==> src/rtl/lott_pkg.sv <==
package lott_pkg;

    localparam int TABLE_DEPTH = 32;
    localparam int IDX_W = (TABLE_DEPTH > 1) ? $clog2(TABLE_DEPTH) : 1;
    localparam int CNT_W = $clog2(TABLE_DEPTH + 1);

    localparam int SYM_W   = 64;
    localparam int PRICE_W = 32;
    localparam int QTY_W   = 24;
    localparam int TIME_W  = 64;

    localparam int S_DATA_W = 192;
    localparam int M_DATA_W = 184;

    localparam logic KIND_ADD  = 1'b0;
    localparam logic KIND_TICK = 1'b1;

    localparam logic STATUS_FILL   = 1'b0;
    localparam logic STATUS_REJECT = 1'b1;

    typedef struct packed {
        logic [SYM_W-1:0]   sym;
        logic [PRICE_W-1:0] limit;
        logic [QTY_W-1:0]   qty;
        logic               buy;
    } t_entry;

    localparam int ENTRY_W = $bits(t_entry);

    // controller to datapath
    typedef struct packed {
        logic cap;          // capture the input item, restart scan pointers
        logic add_wr;       // append captured order at the tail
        logic rd_en;        // read entry at the scan pointer
        logic keep;         // entry survives: move it down, advance both pointers
        logic take_fill;    // entry fills: park it, push older parked fill
        logic push_rej;     // load reject result
        logic flush_last;   // push parked fill as the final result
        logic commit_count; // entry count takes the write pointer
    } t_cmd;

    // datapath to controller
    typedef struct packed {
        logic kind;
        logic full;
        logic rd_done;
        logic hit;
        logic pend_valid;
        logic out_free;
    } t_status;

endpackage

==> src/rtl/lott_ram.sv <==
module lott_ram #(
    parameter int WIDTH = 8,
    parameter int DEPTH = 32
) (
    input  logic                                          i_clk,
    input  logic                                          i_we,
    input  logic [((DEPTH > 1) ? $clog2(DEPTH) : 1)-1:0]  i_waddr,
    input  logic [WIDTH-1:0]                              i_wdata,
    input  logic                                          i_re,
    input  logic [((DEPTH > 1) ? $clog2(DEPTH) : 1)-1:0]  i_raddr,
    output logic [WIDTH-1:0]                              o_rdata
);

    logic [WIDTH-1:0] r_mem [DEPTH];
    logic [WIDTH-1:0] r_rdata;

    always_ff @(posedge i_clk) begin
        if (i_we) begin
            r_mem[i_waddr] <= i_wdata;
        end
        if (i_re) begin
            r_rdata <= r_mem[i_raddr];
        end
    end

    assign o_rdata = r_rdata;

endmodule

==> src/rtl/lott_dp.sv <==
module lott_dp (
    input  logic                              i_clk,
    input  logic                              i_rst_n,
    input  lott_pkg::t_cmd                    i_cmd,
    output lott_pkg::t_status                 o_st,
    input  logic                              i_kind,
    input  logic [lott_pkg::S_DATA_W-1:0]     i_data,
    input  logic                              i_out_ready,
    output logic                              o_out_valid,
    output logic                              o_out_status,
    output logic                              o_out_last,
    output logic [lott_pkg::M_DATA_W-1:0]     o_out_data
);

    logic                               r_kind;
    logic [lott_pkg::SYM_W-1:0]         r_sym;
    logic                               r_buy;
    logic [lott_pkg::PRICE_W-1:0]       r_price;
    logic [lott_pkg::QTY_W-1:0]         r_qty;
    logic [lott_pkg::TIME_W-1:0]        r_time;

    logic [lott_pkg::CNT_W-1:0]         r_count;
    logic [lott_pkg::CNT_W-1:0]         r_rd;
    logic [lott_pkg::CNT_W-1:0]         r_wr;

    logic                               r_pend_valid;
    logic [lott_pkg::SYM_W-1:0]         r_pend_sym;
    logic [lott_pkg::QTY_W-1:0]         r_pend_qty;

    logic                               r_out_valid;
    logic                               r_out_status;
    logic                               r_out_last;
    logic [lott_pkg::SYM_W-1:0]         r_out_sym;
    logic [lott_pkg::PRICE_W-1:0]       r_out_price;
    logic [lott_pkg::QTY_W-1:0]         r_out_qty;
    logic [lott_pkg::TIME_W-1:0]        r_out_time;

    logic                               n_out_valid;

    lott_pkg::t_entry                   rd_entry;
    lott_pkg::t_entry                   wr_entry;
    logic [lott_pkg::ENTRY_W-1:0]       rd_bits;
    logic                               ram_we;
    logic [lott_pkg::IDX_W-1:0]         ram_waddr;
    logic                               push_any;

    // append at the tail, or close up a survivor during a scan
    always_comb begin
        ram_we    = i_cmd.add_wr | i_cmd.keep;
        ram_waddr = r_wr[lott_pkg::IDX_W-1:0];
        wr_entry  = rd_entry;
        if (i_cmd.add_wr) begin
            ram_waddr      = r_count[lott_pkg::IDX_W-1:0];
            wr_entry.sym   = r_sym;
            wr_entry.limit = r_price;
            wr_entry.qty   = r_qty;
            wr_entry.buy   = r_buy;
        end
    end

    lott_ram #(
        .WIDTH (lott_pkg::ENTRY_W),
        .DEPTH (lott_pkg::TABLE_DEPTH)
    ) u_table (
        .i_clk   (i_clk),
        .i_we    (ram_we),
        .i_waddr (ram_waddr),
        .i_wdata (wr_entry),
        .i_re    (i_cmd.rd_en),
        .i_raddr (r_rd[lott_pkg::IDX_W-1:0]),
        .o_rdata (rd_bits)
    );

    assign rd_entry = lott_pkg::t_entry'(rd_bits);

    // capture of the input item
    always_ff @(posedge i_clk) begin
        if (i_cmd.cap) begin
            r_kind  <= i_kind;
            r_sym   <= i_data[63:0];
            r_buy   <= i_data[64];
            r_price <= i_data[96:65];
            r_qty   <= i_data[120:97];
            r_time  <= i_data[184:121];
        end
    end

    // table pointers
    always_ff @(posedge i_clk) begin
        if (!i_rst_n) begin
            r_count <= '0;
            r_rd    <= '0;
            r_wr    <= '0;
        end else begin
            if (i_cmd.cap) begin
                r_rd <= '0;
                r_wr <= '0;
            end else begin
                if (i_cmd.keep || i_cmd.take_fill) begin
                    r_rd <= r_rd + 1'b1;
                end
                if (i_cmd.keep) begin
                    r_wr <= r_wr + 1'b1;
                end
            end
            if (i_cmd.add_wr) begin
                r_count <= r_count + 1'b1;
            end else if (i_cmd.commit_count) begin
                r_count <= r_wr;
            end
        end
    end

    // one fill is parked until the next one or the scan end tells its last flag
    always_ff @(posedge i_clk) begin
        if (!i_rst_n) begin
            r_pend_valid <= 1'b0;
        end else if (i_cmd.take_fill) begin
            r_pend_valid <= 1'b1;
        end else if (i_cmd.flush_last) begin
            r_pend_valid <= 1'b0;
        end
    end

    always_ff @(posedge i_clk) begin
        if (i_cmd.take_fill) begin
            r_pend_sym <= rd_entry.sym;
            r_pend_qty <= rd_entry.qty;
        end
    end

    assign push_any = i_cmd.push_rej | i_cmd.flush_last |
                      (i_cmd.take_fill & r_pend_valid);

    always_comb begin
        n_out_valid = r_out_valid;
        if (push_any) begin
            n_out_valid = 1'b1;
        end else if (i_out_ready) begin
            n_out_valid = 1'b0;
        end
    end

    always_ff @(posedge i_clk) begin
        if (!i_rst_n) begin
            r_out_valid <= 1'b0;
        end else begin
            r_out_valid <= n_out_valid;
        end
    end

    always_ff @(posedge i_clk) begin
        if (i_cmd.push_rej) begin
            r_out_status <= lott_pkg::STATUS_REJECT;
            r_out_last   <= 1'b1;
            r_out_sym    <= r_sym;
            r_out_price  <= r_price;
            r_out_qty    <= r_qty;
            r_out_time   <= '0;
        end else if (push_any) begin
            r_out_status <= lott_pkg::STATUS_FILL;
            r_out_last   <= i_cmd.flush_last;
            r_out_sym    <= r_pend_sym;
            r_out_price  <= r_price;
            r_out_qty    <= r_pend_qty;
            r_out_time   <= r_time;
        end
    end

    assign o_st.kind       = r_kind;
    assign o_st.full       = (r_count == lott_pkg::CNT_W'(lott_pkg::TABLE_DEPTH));
    assign o_st.rd_done    = (r_rd == r_count);
    assign o_st.hit        = (rd_entry.sym == r_sym) && rd_entry.buy &&
                             (r_price <= rd_entry.limit);
    assign o_st.pend_valid = r_pend_valid;
    assign o_st.out_free   = !r_out_valid || i_out_ready;

    assign o_out_valid  = r_out_valid;
    assign o_out_status = r_out_status;
    assign o_out_last   = r_out_last;
    assign o_out_data   = {r_out_time, r_out_qty, r_out_price, r_out_sym};

endmodule

==> src/rtl/lott_ctrl.sv <==
module lott_ctrl (
    input  logic                 i_clk,
    input  logic                 i_rst_n,
    input  logic                 i_in_valid,
    output logic                 o_in_ready,
    input  lott_pkg::t_status    i_st,
    output lott_pkg::t_cmd       o_cmd
);

    localparam logic [2:0] S_IDLE  = 3'd0;
    localparam logic [2:0] S_ADD   = 3'd1;
    localparam logic [2:0] S_RD    = 3'd2;
    localparam logic [2:0] S_CMP   = 3'd3;
    localparam logic [2:0] S_FLUSH = 3'd4;

    logic [2:0] r_state;
    logic [2:0] n_state;

    always_comb begin
        n_state    = r_state;
        o_cmd      = '0;
        o_in_ready = 1'b0;
        unique case (r_state)
            S_IDLE: begin
                o_in_ready = 1'b1;
                if (i_in_valid) begin
                    o_cmd.cap = 1'b1;
                    n_state   = S_ADD;
                end
            end
            S_ADD: begin
                if (i_st.kind == lott_pkg::KIND_TICK) begin
                    n_state = S_RD;
                end else if (!i_st.full) begin
                    o_cmd.add_wr = 1'b1;
                    n_state      = S_IDLE;
                end else if (i_st.out_free) begin
                    o_cmd.push_rej = 1'b1;
                    n_state        = S_IDLE;
                end
            end
            S_RD: begin
                if (i_st.rd_done) begin
                    n_state = S_FLUSH;
                end else begin
                    o_cmd.rd_en = 1'b1;
                    n_state     = S_CMP;
                end
            end
            S_CMP: begin
                if (!i_st.hit) begin
                    o_cmd.keep = 1'b1;
                    n_state    = S_RD;
                end else if (!i_st.pend_valid || i_st.out_free) begin
                    o_cmd.take_fill = 1'b1;
                    n_state         = S_RD;
                end
            end
            S_FLUSH: begin
                o_cmd.commit_count = 1'b1;
                if (!i_st.pend_valid) begin
                    n_state = S_IDLE;
                end else if (i_st.out_free) begin
                    o_cmd.flush_last = 1'b1;
                    n_state          = S_IDLE;
                end
            end
            default: begin
                n_state = S_IDLE;
            end
        endcase
    end

    always_ff @(posedge i_clk) begin
        if (!i_rst_n) begin
            r_state <= S_IDLE;
        end else begin
            r_state <= n_state;
        end
    end

endmodule

==> src/rtl/limit_order_trigger_table_unit.sv <==
// add item: the order is appended at the tail, or, with the table full, a reject result
// is loaded once the output is free; tick item: one table read and one compare/move per
// stored order, and no new item is taken before the tick is done; a fill leaves when the next
// fill is found or the scan ends, which settles its last flag; the table memory has a
// single registered read port; synchronous active-low reset clears the controller,
// the order count, the scan pointers, the parked fill flag and the output valid; table
// contents are not cleared, only entries below the count are ever read
module limit_order_trigger_table_unit (
    input  logic                              i_clk,
    input  logic                              i_rst_n,
    input  logic                              s_axis_tvalid,
    output logic                              s_axis_tready,
    // symbol, is_buy_limit, price, quantity, timestamp, zero pad
    input  logic [lott_pkg::S_DATA_W-1:0]     s_axis_tdata,
    // kind
    input  logic                              s_axis_tuser,
    output logic                              m_axis_tvalid,
    input  logic                              m_axis_tready,
    // fill_symbol, fill_price, fill_quantity, fill_time
    output logic [lott_pkg::M_DATA_W-1:0]     m_axis_tdata,
    // status
    output logic                              m_axis_tuser,
    output logic                              m_axis_tlast
);

    lott_pkg::t_cmd    cmd;
    lott_pkg::t_status st;

    lott_ctrl u_ctrl (
        .i_clk      (i_clk),
        .i_rst_n    (i_rst_n),
        .i_in_valid (s_axis_tvalid),
        .o_in_ready (s_axis_tready),
        .i_st       (st),
        .o_cmd      (cmd)
    );

    lott_dp u_dp (
        .i_clk        (i_clk),
        .i_rst_n      (i_rst_n),
        .i_cmd        (cmd),
        .o_st         (st),
        .i_kind       (s_axis_tuser),
        .i_data       (s_axis_tdata),
        .i_out_ready  (m_axis_tready),
        .o_out_valid  (m_axis_tvalid),
        .o_out_status (m_axis_tuser),
        .o_out_last   (m_axis_tlast),
        .o_out_data   (m_axis_tdata)
    );

    // a result is never loaded over one that is still waiting
    a_no_overwrite: assert property (@(posedge i_clk) disable iff (!i_rst_n)
        (cmd.push_rej || cmd.flush_last || (cmd.take_fill && st.pend_valid))
        |-> (!m_axis_tvalid || m_axis_tready))
        else $error("result loaded over a waiting one");

    // an entry is either kept or filled, never both; at most one of keep, fill, append, reject and flush is issued
    a_one_action: assert property (@(posedge i_clk) disable iff (!i_rst_n)
        $onehot0({cmd.keep, cmd.take_fill, cmd.add_wr, cmd.push_rej, cmd.flush_last}))
        else $error("conflicting datapath commands");

    // no append into a full table
    a_no_overflow: assert property (@(posedge i_clk) disable iff (!i_rst_n)
        cmd.add_wr |-> !st.full)
        else $error("append into a full table");

    // a table read is followed by its compare or a stall on the output
    a_read_then_cmp: assert property (@(posedge i_clk) disable iff (!i_rst_n)
        cmd.rd_en |=> (cmd.keep || cmd.take_fill || (st.pend_valid && !st.out_free)))
        else $error("table read without a compare");

endmodule

==> config.mk <==
export PLATFORM = sky130hd
export DESIGN_NAME = limit_order_trigger_table_unit
export DESIGN_NICKNAME = d
export VERILOG_FILES = /design/src/rtl/lott_pkg.sv /design/src/rtl/lott_ram.sv /design/src/rtl/lott_dp.sv /design/src/rtl/lott_ctrl.sv /design/src/rtl/limit_order_trigger_table_unit.sv
export SDC_FILE = /design/constraint.sdc
export NUM_CORES = 2
export LEC_CHECK = 0
export ABC_AREA = 1
export BUFFER_PORTS_ARGS = -buffer_cell sky130_fd_sc_hd__clkbuf_2
export CAP_MARGIN = 30
export CELL_PAD_IN_SITES_DETAIL_PLACEMENT = 1
export CELL_PAD_IN_SITES_GLOBAL_PLACEMENT = 2
export CORE_MARGIN = 1
export CORE_UTILIZATION = 29
export DETAILED_ROUTE_END_ITERATION = 8
export MAX_ROUTING_LAYER = met4
export PLACE_DENSITY = 0.61
export SLEW_MARGIN = 0
export SYNTH_ARGS = -nofsm -noshare
export SYNTH_HDL_FRONTEND = slang
export SYNTH_SLANG_ARGS = --single-unit
==> constraint.sdc <==
create_clock -name i_clk -period 24.4 [get_ports i_clk]
set_clock_uncertainty 0.1 [all_clocks]
set_input_delay 1.22 -clock i_clk [delete_from_list [all_inputs] [get_ports i_clk]]
set_output_delay 1.22 -clock i_clk [all_outputs]
set_load 0.005 [all_outputs]
==> flow_summary.json <==
{
  "power_uw": 16600,
  "hp-start": "s_axis_tdata[80]",
  "yosys_warnings": 0,
  "grt_pass1_vias": 110000,
  "chipWidth_um": 775,
  "rsz0062_at_grt": "false",
  "cp-start-kind": "flip-flop",
  "setup.worst_path.end_class": "flip-flop",
  "path_clk_slew_ns": 0.06,
  "dieHeight_um": 775,
  "multi_input_area_um2": 35500,
  "cts_buffer_depth": 4,
  "initial_utilization_pct": 29.1,
  "viasPerCell": 5.16,
  "fin_crit_sh_pct": 32.6,
  "p_int_uw": 12900,
  "cts_resized": 0,
  "route.detailed.drc": 0,
  "cpMostUsedCell": "nand2_1",
  "tns_ns": 0,
  "critical_path.startpoint": "u_dp.r_price[9]$_DFFE_PP_",
  "crit_path_top_delay_cell": "buf_4",
  "row_count": 283,
  "nets": 13400,
  "grt_pass1_wl_um": 843000,
  "htree_levels": 5,
  "outcome": "finished clean",
  "place_hpwl_um": 311000,
  "cp_top_family": "buffers and inverters",
  "hold_viol": 0,
  "cp.arrival_ns": 8.52,
  "worstPathRequired_ns": 24.96,
  "seq_area_um2": 134000,
  "cp_max_fo": 32,
  "p_seq_share_pct": 52.4,
  "syn_inst": 12800,
  "slowest_delay_ns": 0.83,
  "dieArea_um2": 600000,
  "synthesis.nets": 13000,
  "gr-total-overflow": 0,
  "num_vias": 110000,
  "cp.buffers_inverters": 4,
  "hold_class": "in -> reg",
  "nFillCells": 62300,
  "final_max_slew_viol_count": 0,
  "clock-sinks": 4476,
  "tightest_slew_ns": 1.10,
  "power_leakage_uw": 0.0665,
  "reg2reg_from": "u_dp.r_price[9]$_DFFE_PP_",
  "core_um2": 595000,
  "io_pins": 385,
  "grt_max_degree": 157,
  "syn_avg_cell_area_um2": 13.6,
  "swShare_pct": 22.6,
  "vdd_ir_drop_max_mv": 0.0719,
  "p_clk_share_pct": 43.0,
  "gp_congestion": 0.746,
  "cts_hold_buffers": 0,
  "syn_area_um2": 173000,
  "portBuffers": 377,
  "clk_latency_ns": 1.08,
  "antenna_found_initial": 41,
  "ys_types": 43,
  "crit_type": "reg -> reg",
  "drt_iter0_drc": 9055,
  "maxCapViolCount": 0,
  "dr.pass1.iters": 6,
  "powerDensity_nw_per_um2": 82.6,
  "relSlewSlack_pct": 26.7,
  "cts_tree": "built",
  "setup_viol": 0,
  "combPwrFrac_pct": 4.6,
  "wl_per_cell_um": 28.1,
  "track_usage_pct": 19.8,
  "max_clock_freq_ghz": 0.126,
  "power_switching_uw": 3760,
  "postRouteAntennaNets": 0,
  "synth_seq_cells": 4476,
  "post-cts-setup-buffers": 0,
  "cts-root-buf": "clkbuf_16",
  "min_period_ns": 7.95,
  "cts_buffers": 485,
  "yosysSeqAreaShare_pct": 77.1,
  "drive_gt1_share_pct": 11.7,
  "path_cells": "ha_1 > a21oi_1 > o21ai_0 > a21oi_1 > nand2_1 > nand2_1 > nand2_1 > nand2_1 > nand2_1 > nand2_1 > nand2_1 > nand3_1 > nor2_4 > buf_4 > buf_4 > buf_4 > buf_4",
  "routed_wl_um": 600000,
  "syn2layout_area_growth_pct": 16.1
}
[flip-flops by register name (all words and copies together), names as in the netlist, 3 cells and up]
| register | cells |
|---|---|
| u_dp.r_wr | 6 |
| u_ctrl.r_state | 3 |
| u_dp.r_time | 64 |
| u_dp.r_sym | 64 |
| u_dp.r_price | 32 |
| u_dp.r_out_sym | 64 |
| u_dp.r_pend_sym | 64 |
| u_dp.r_out_price | 32 |
| u_dp.r_rd | 6 |
| u_dp.u_table.o_rdata | 121 |
| u_dp.u_table.r_mem | 3872 |
| u_dp.r_count | 6 |
| u_dp.r_qty | 24 |
| u_dp.r_pend_qty | 24 |
| u_dp.r_out_qty | 24 |
| u_dp.r_out_time | 64 |
[metal layers]
| layer | vias to the layer above | track usage, % | wire length (um) |
|---|---|---|---|
| met1 | 58300 | 27.1 | 275000 |
| met4 | 0 | 4.10 | 13300 |
| met5 | - | - | 0 |
| met3 | 685 | 2.40 | 28500 |
| li1 | 48600 | - | - |
| met2 | 2721 | 32.0 | 284000 |
[cell type report]
cell class	instances	area share [%]
sequential	4476	66.4
timing repair buffer	776	2.92
clock inverter	324	1.36
tap	7837	4.88
clock buffer	579	6.22
inverter	270	0.538
antenna	15	0.0187
multi-input combinational	7118	17.7
[kinds of logic after synthesis]
family | after synthesis | synth area share [%]
adder cells (fa/ha/maj) | 36 | 0.260
AO/OA/AOI/OAI | 3684 | 12.1
AND/OR/NAND/NOR | 3369 | 7.57
buffers and inverters | 1161 | 2.80
XOR/XNOR | 29 | 0.147
flip-flops | 4476 | 77.1
[power by group through the flow]
stage | Clock, uW | Combinational [uW] | Sequential [uW]
after floorplan | 0 | 372 | 8880
after global routing | 7570 | 846 | 8710
final | 7150 | 767 | 8700
after detailed placement | 0 | 776 | 8860
after global placement | 0 | 741 | 8860
after CTS | 7320 | 778 | 8700
[worst paths after layout]
kind / end / slack (ns) / cells past startpoint
min reg2reg: u_dp.o_out_last$_SDFFE_PP1P_ / 0.35 / 2
max reg2reg: u_dp.u_table.r_mem[27][114]$_DFFE_PP_ / 16.45 / 17
min: u_dp.r_price[15]$_DFFE_PP_ / 0.24 / 1
max: u_dp.u_table.r_mem[27][114]$_DFFE_PP_ / 16.45 / 17
[cell usage after synthesis, drive strengths merged]
| library cell | count | area [um2] |
|---|---|---|
| edfxtp | 4387 | 132000 |
| nor2 | 2241 | 8430 |
| o21ai | 2227 | 11100 |
| nand2 | 832 | 3120 |
| o22ai | 667 | 4170 |
| clkbuf | 565 | 2130 |
| buf | 326 | 1710 |
| o221ai | 304 | 2660 |
| inv | 266 | 998 |
| a21oi | 232 | 1160 |
| nand3 | 225 | 1130 |
| a31oi | 152 | 951 |
| dfxtp | 89 | 1780 |
| nor3 | 45 | 241 |
| o211a | 37 | 370 |
| ha | 36 | 450 |
| a41oi | 27 | 236 |
| o211ai | 18 | 135 |
| xnor2 | 16 | 140 |
| a211oi | 14 | 105 |
| xor2 | 13 | 114 |
| nand4 | 11 | 83.8 |
| or2 | 8 | 50.1 |
| nor4 | 7 | 56.3 |
| clkinv | 4 | 15.0 |
| a221oi | 2 | 17.5 |
| o21a | 2 | 15.0 |
| a21o | 1 | 7.51 |
| a22oi | 1 | 7.51 |
[cells in the final DEF, fill, tap and decap left out, types with 7 or more instances in the layout]
| cell | synthesis | final |
|---|---|---|
| a211oi_1 | 14 | 14 |
| a21oi_1 | 232 | 232 |
| a31oi_1 | 152 | 152 |
| a41oi_1 | 27 | 27 |
| buf_12 | 0 | 28 |
| buf_16 | 0 | 20 |
| buf_4 | 22 | 316 |
| buf_8 | 0 | 33 |
| bufinv_16 | 0 | 34 |
| clkbuf_1 | 559 | 93 |
| clkbuf_16 | 0 | 486 |
| clkbuf_2 | 6 | 377 |
| clkinv_1 | 4 | 163 |
| clkinv_16 | 0 | 13 |
| clkinv_2 | 0 | 93 |
| dfxtp_1 | 89 | 85 |
| diode_2 | 0 | 15 |
| edfxtp_1 | 4387 | 4387 |
| ha_1 | 36 | 36 |
| inv_1 | 251 | 249 |
| inv_2 | 15 | 10 |
| inv_6 | 0 | 7 |
| inv_8 | 0 | 9 |
| nand2_1 | 832 | 831 |
| nand3_1 | 225 | 224 |
| nand4_1 | 10 | 10 |
| nor2_1 | 2238 | 2204 |
| nor2_4 | 2 | 36 |
| nor3_1 | 43 | 43 |
| o211a_1 | 37 | 37 |
| o211ai_1 | 18 | 18 |
| o21ai_0 | 2137 | 2014 |
| o21ai_1 | 90 | 117 |
| o21ai_2 | 0 | 89 |
| o21ai_4 | 0 | 7 |
| o221ai_1 | 304 | 304 |
| o22ai_1 | 667 | 667 |
| xnor2_1 | 16 | 16 |
| xor2_1 | 13 | 13 |
[metrics by stage]
stage	instances	setup WS, ns	area [um2]	util (%)	hold slack, ns
2_1_floorplan	12800	14.65	173000	-	0.326
3_3_place_gp	20400	16.26	185000	31.0	0.327
3_5_place_dp	20500	16.25	186000	31.2	0.339
4_1_cts	21400	16.29	201000	33.8	0.124
5_1_grt	21400	16.18	201000	33.8	0.172
6_report	21400	16.45	201000	33.8	0.239
[worst reg2reg max path, cell delays in order (launching register included)]
cell and delay (ns):
edfxtp_1 0.59, ha_1 0.42, a21oi_1 0.08, o21ai_0 0.37
a21oi_1 0.25, nand2_1 0.24, nand2_1 0.08, nand2_1 0.07
nand2_1 0.47, nand2_1 0.23, nand2_1 0.37, nand2_1 0.27
nand3_1 0.60, nor2_4 0.29, buf_4 0.62, buf_4 0.89
buf_4 0.87, buf_4 0.76
No activity file was read; power rests on OpenSTA's default activity.
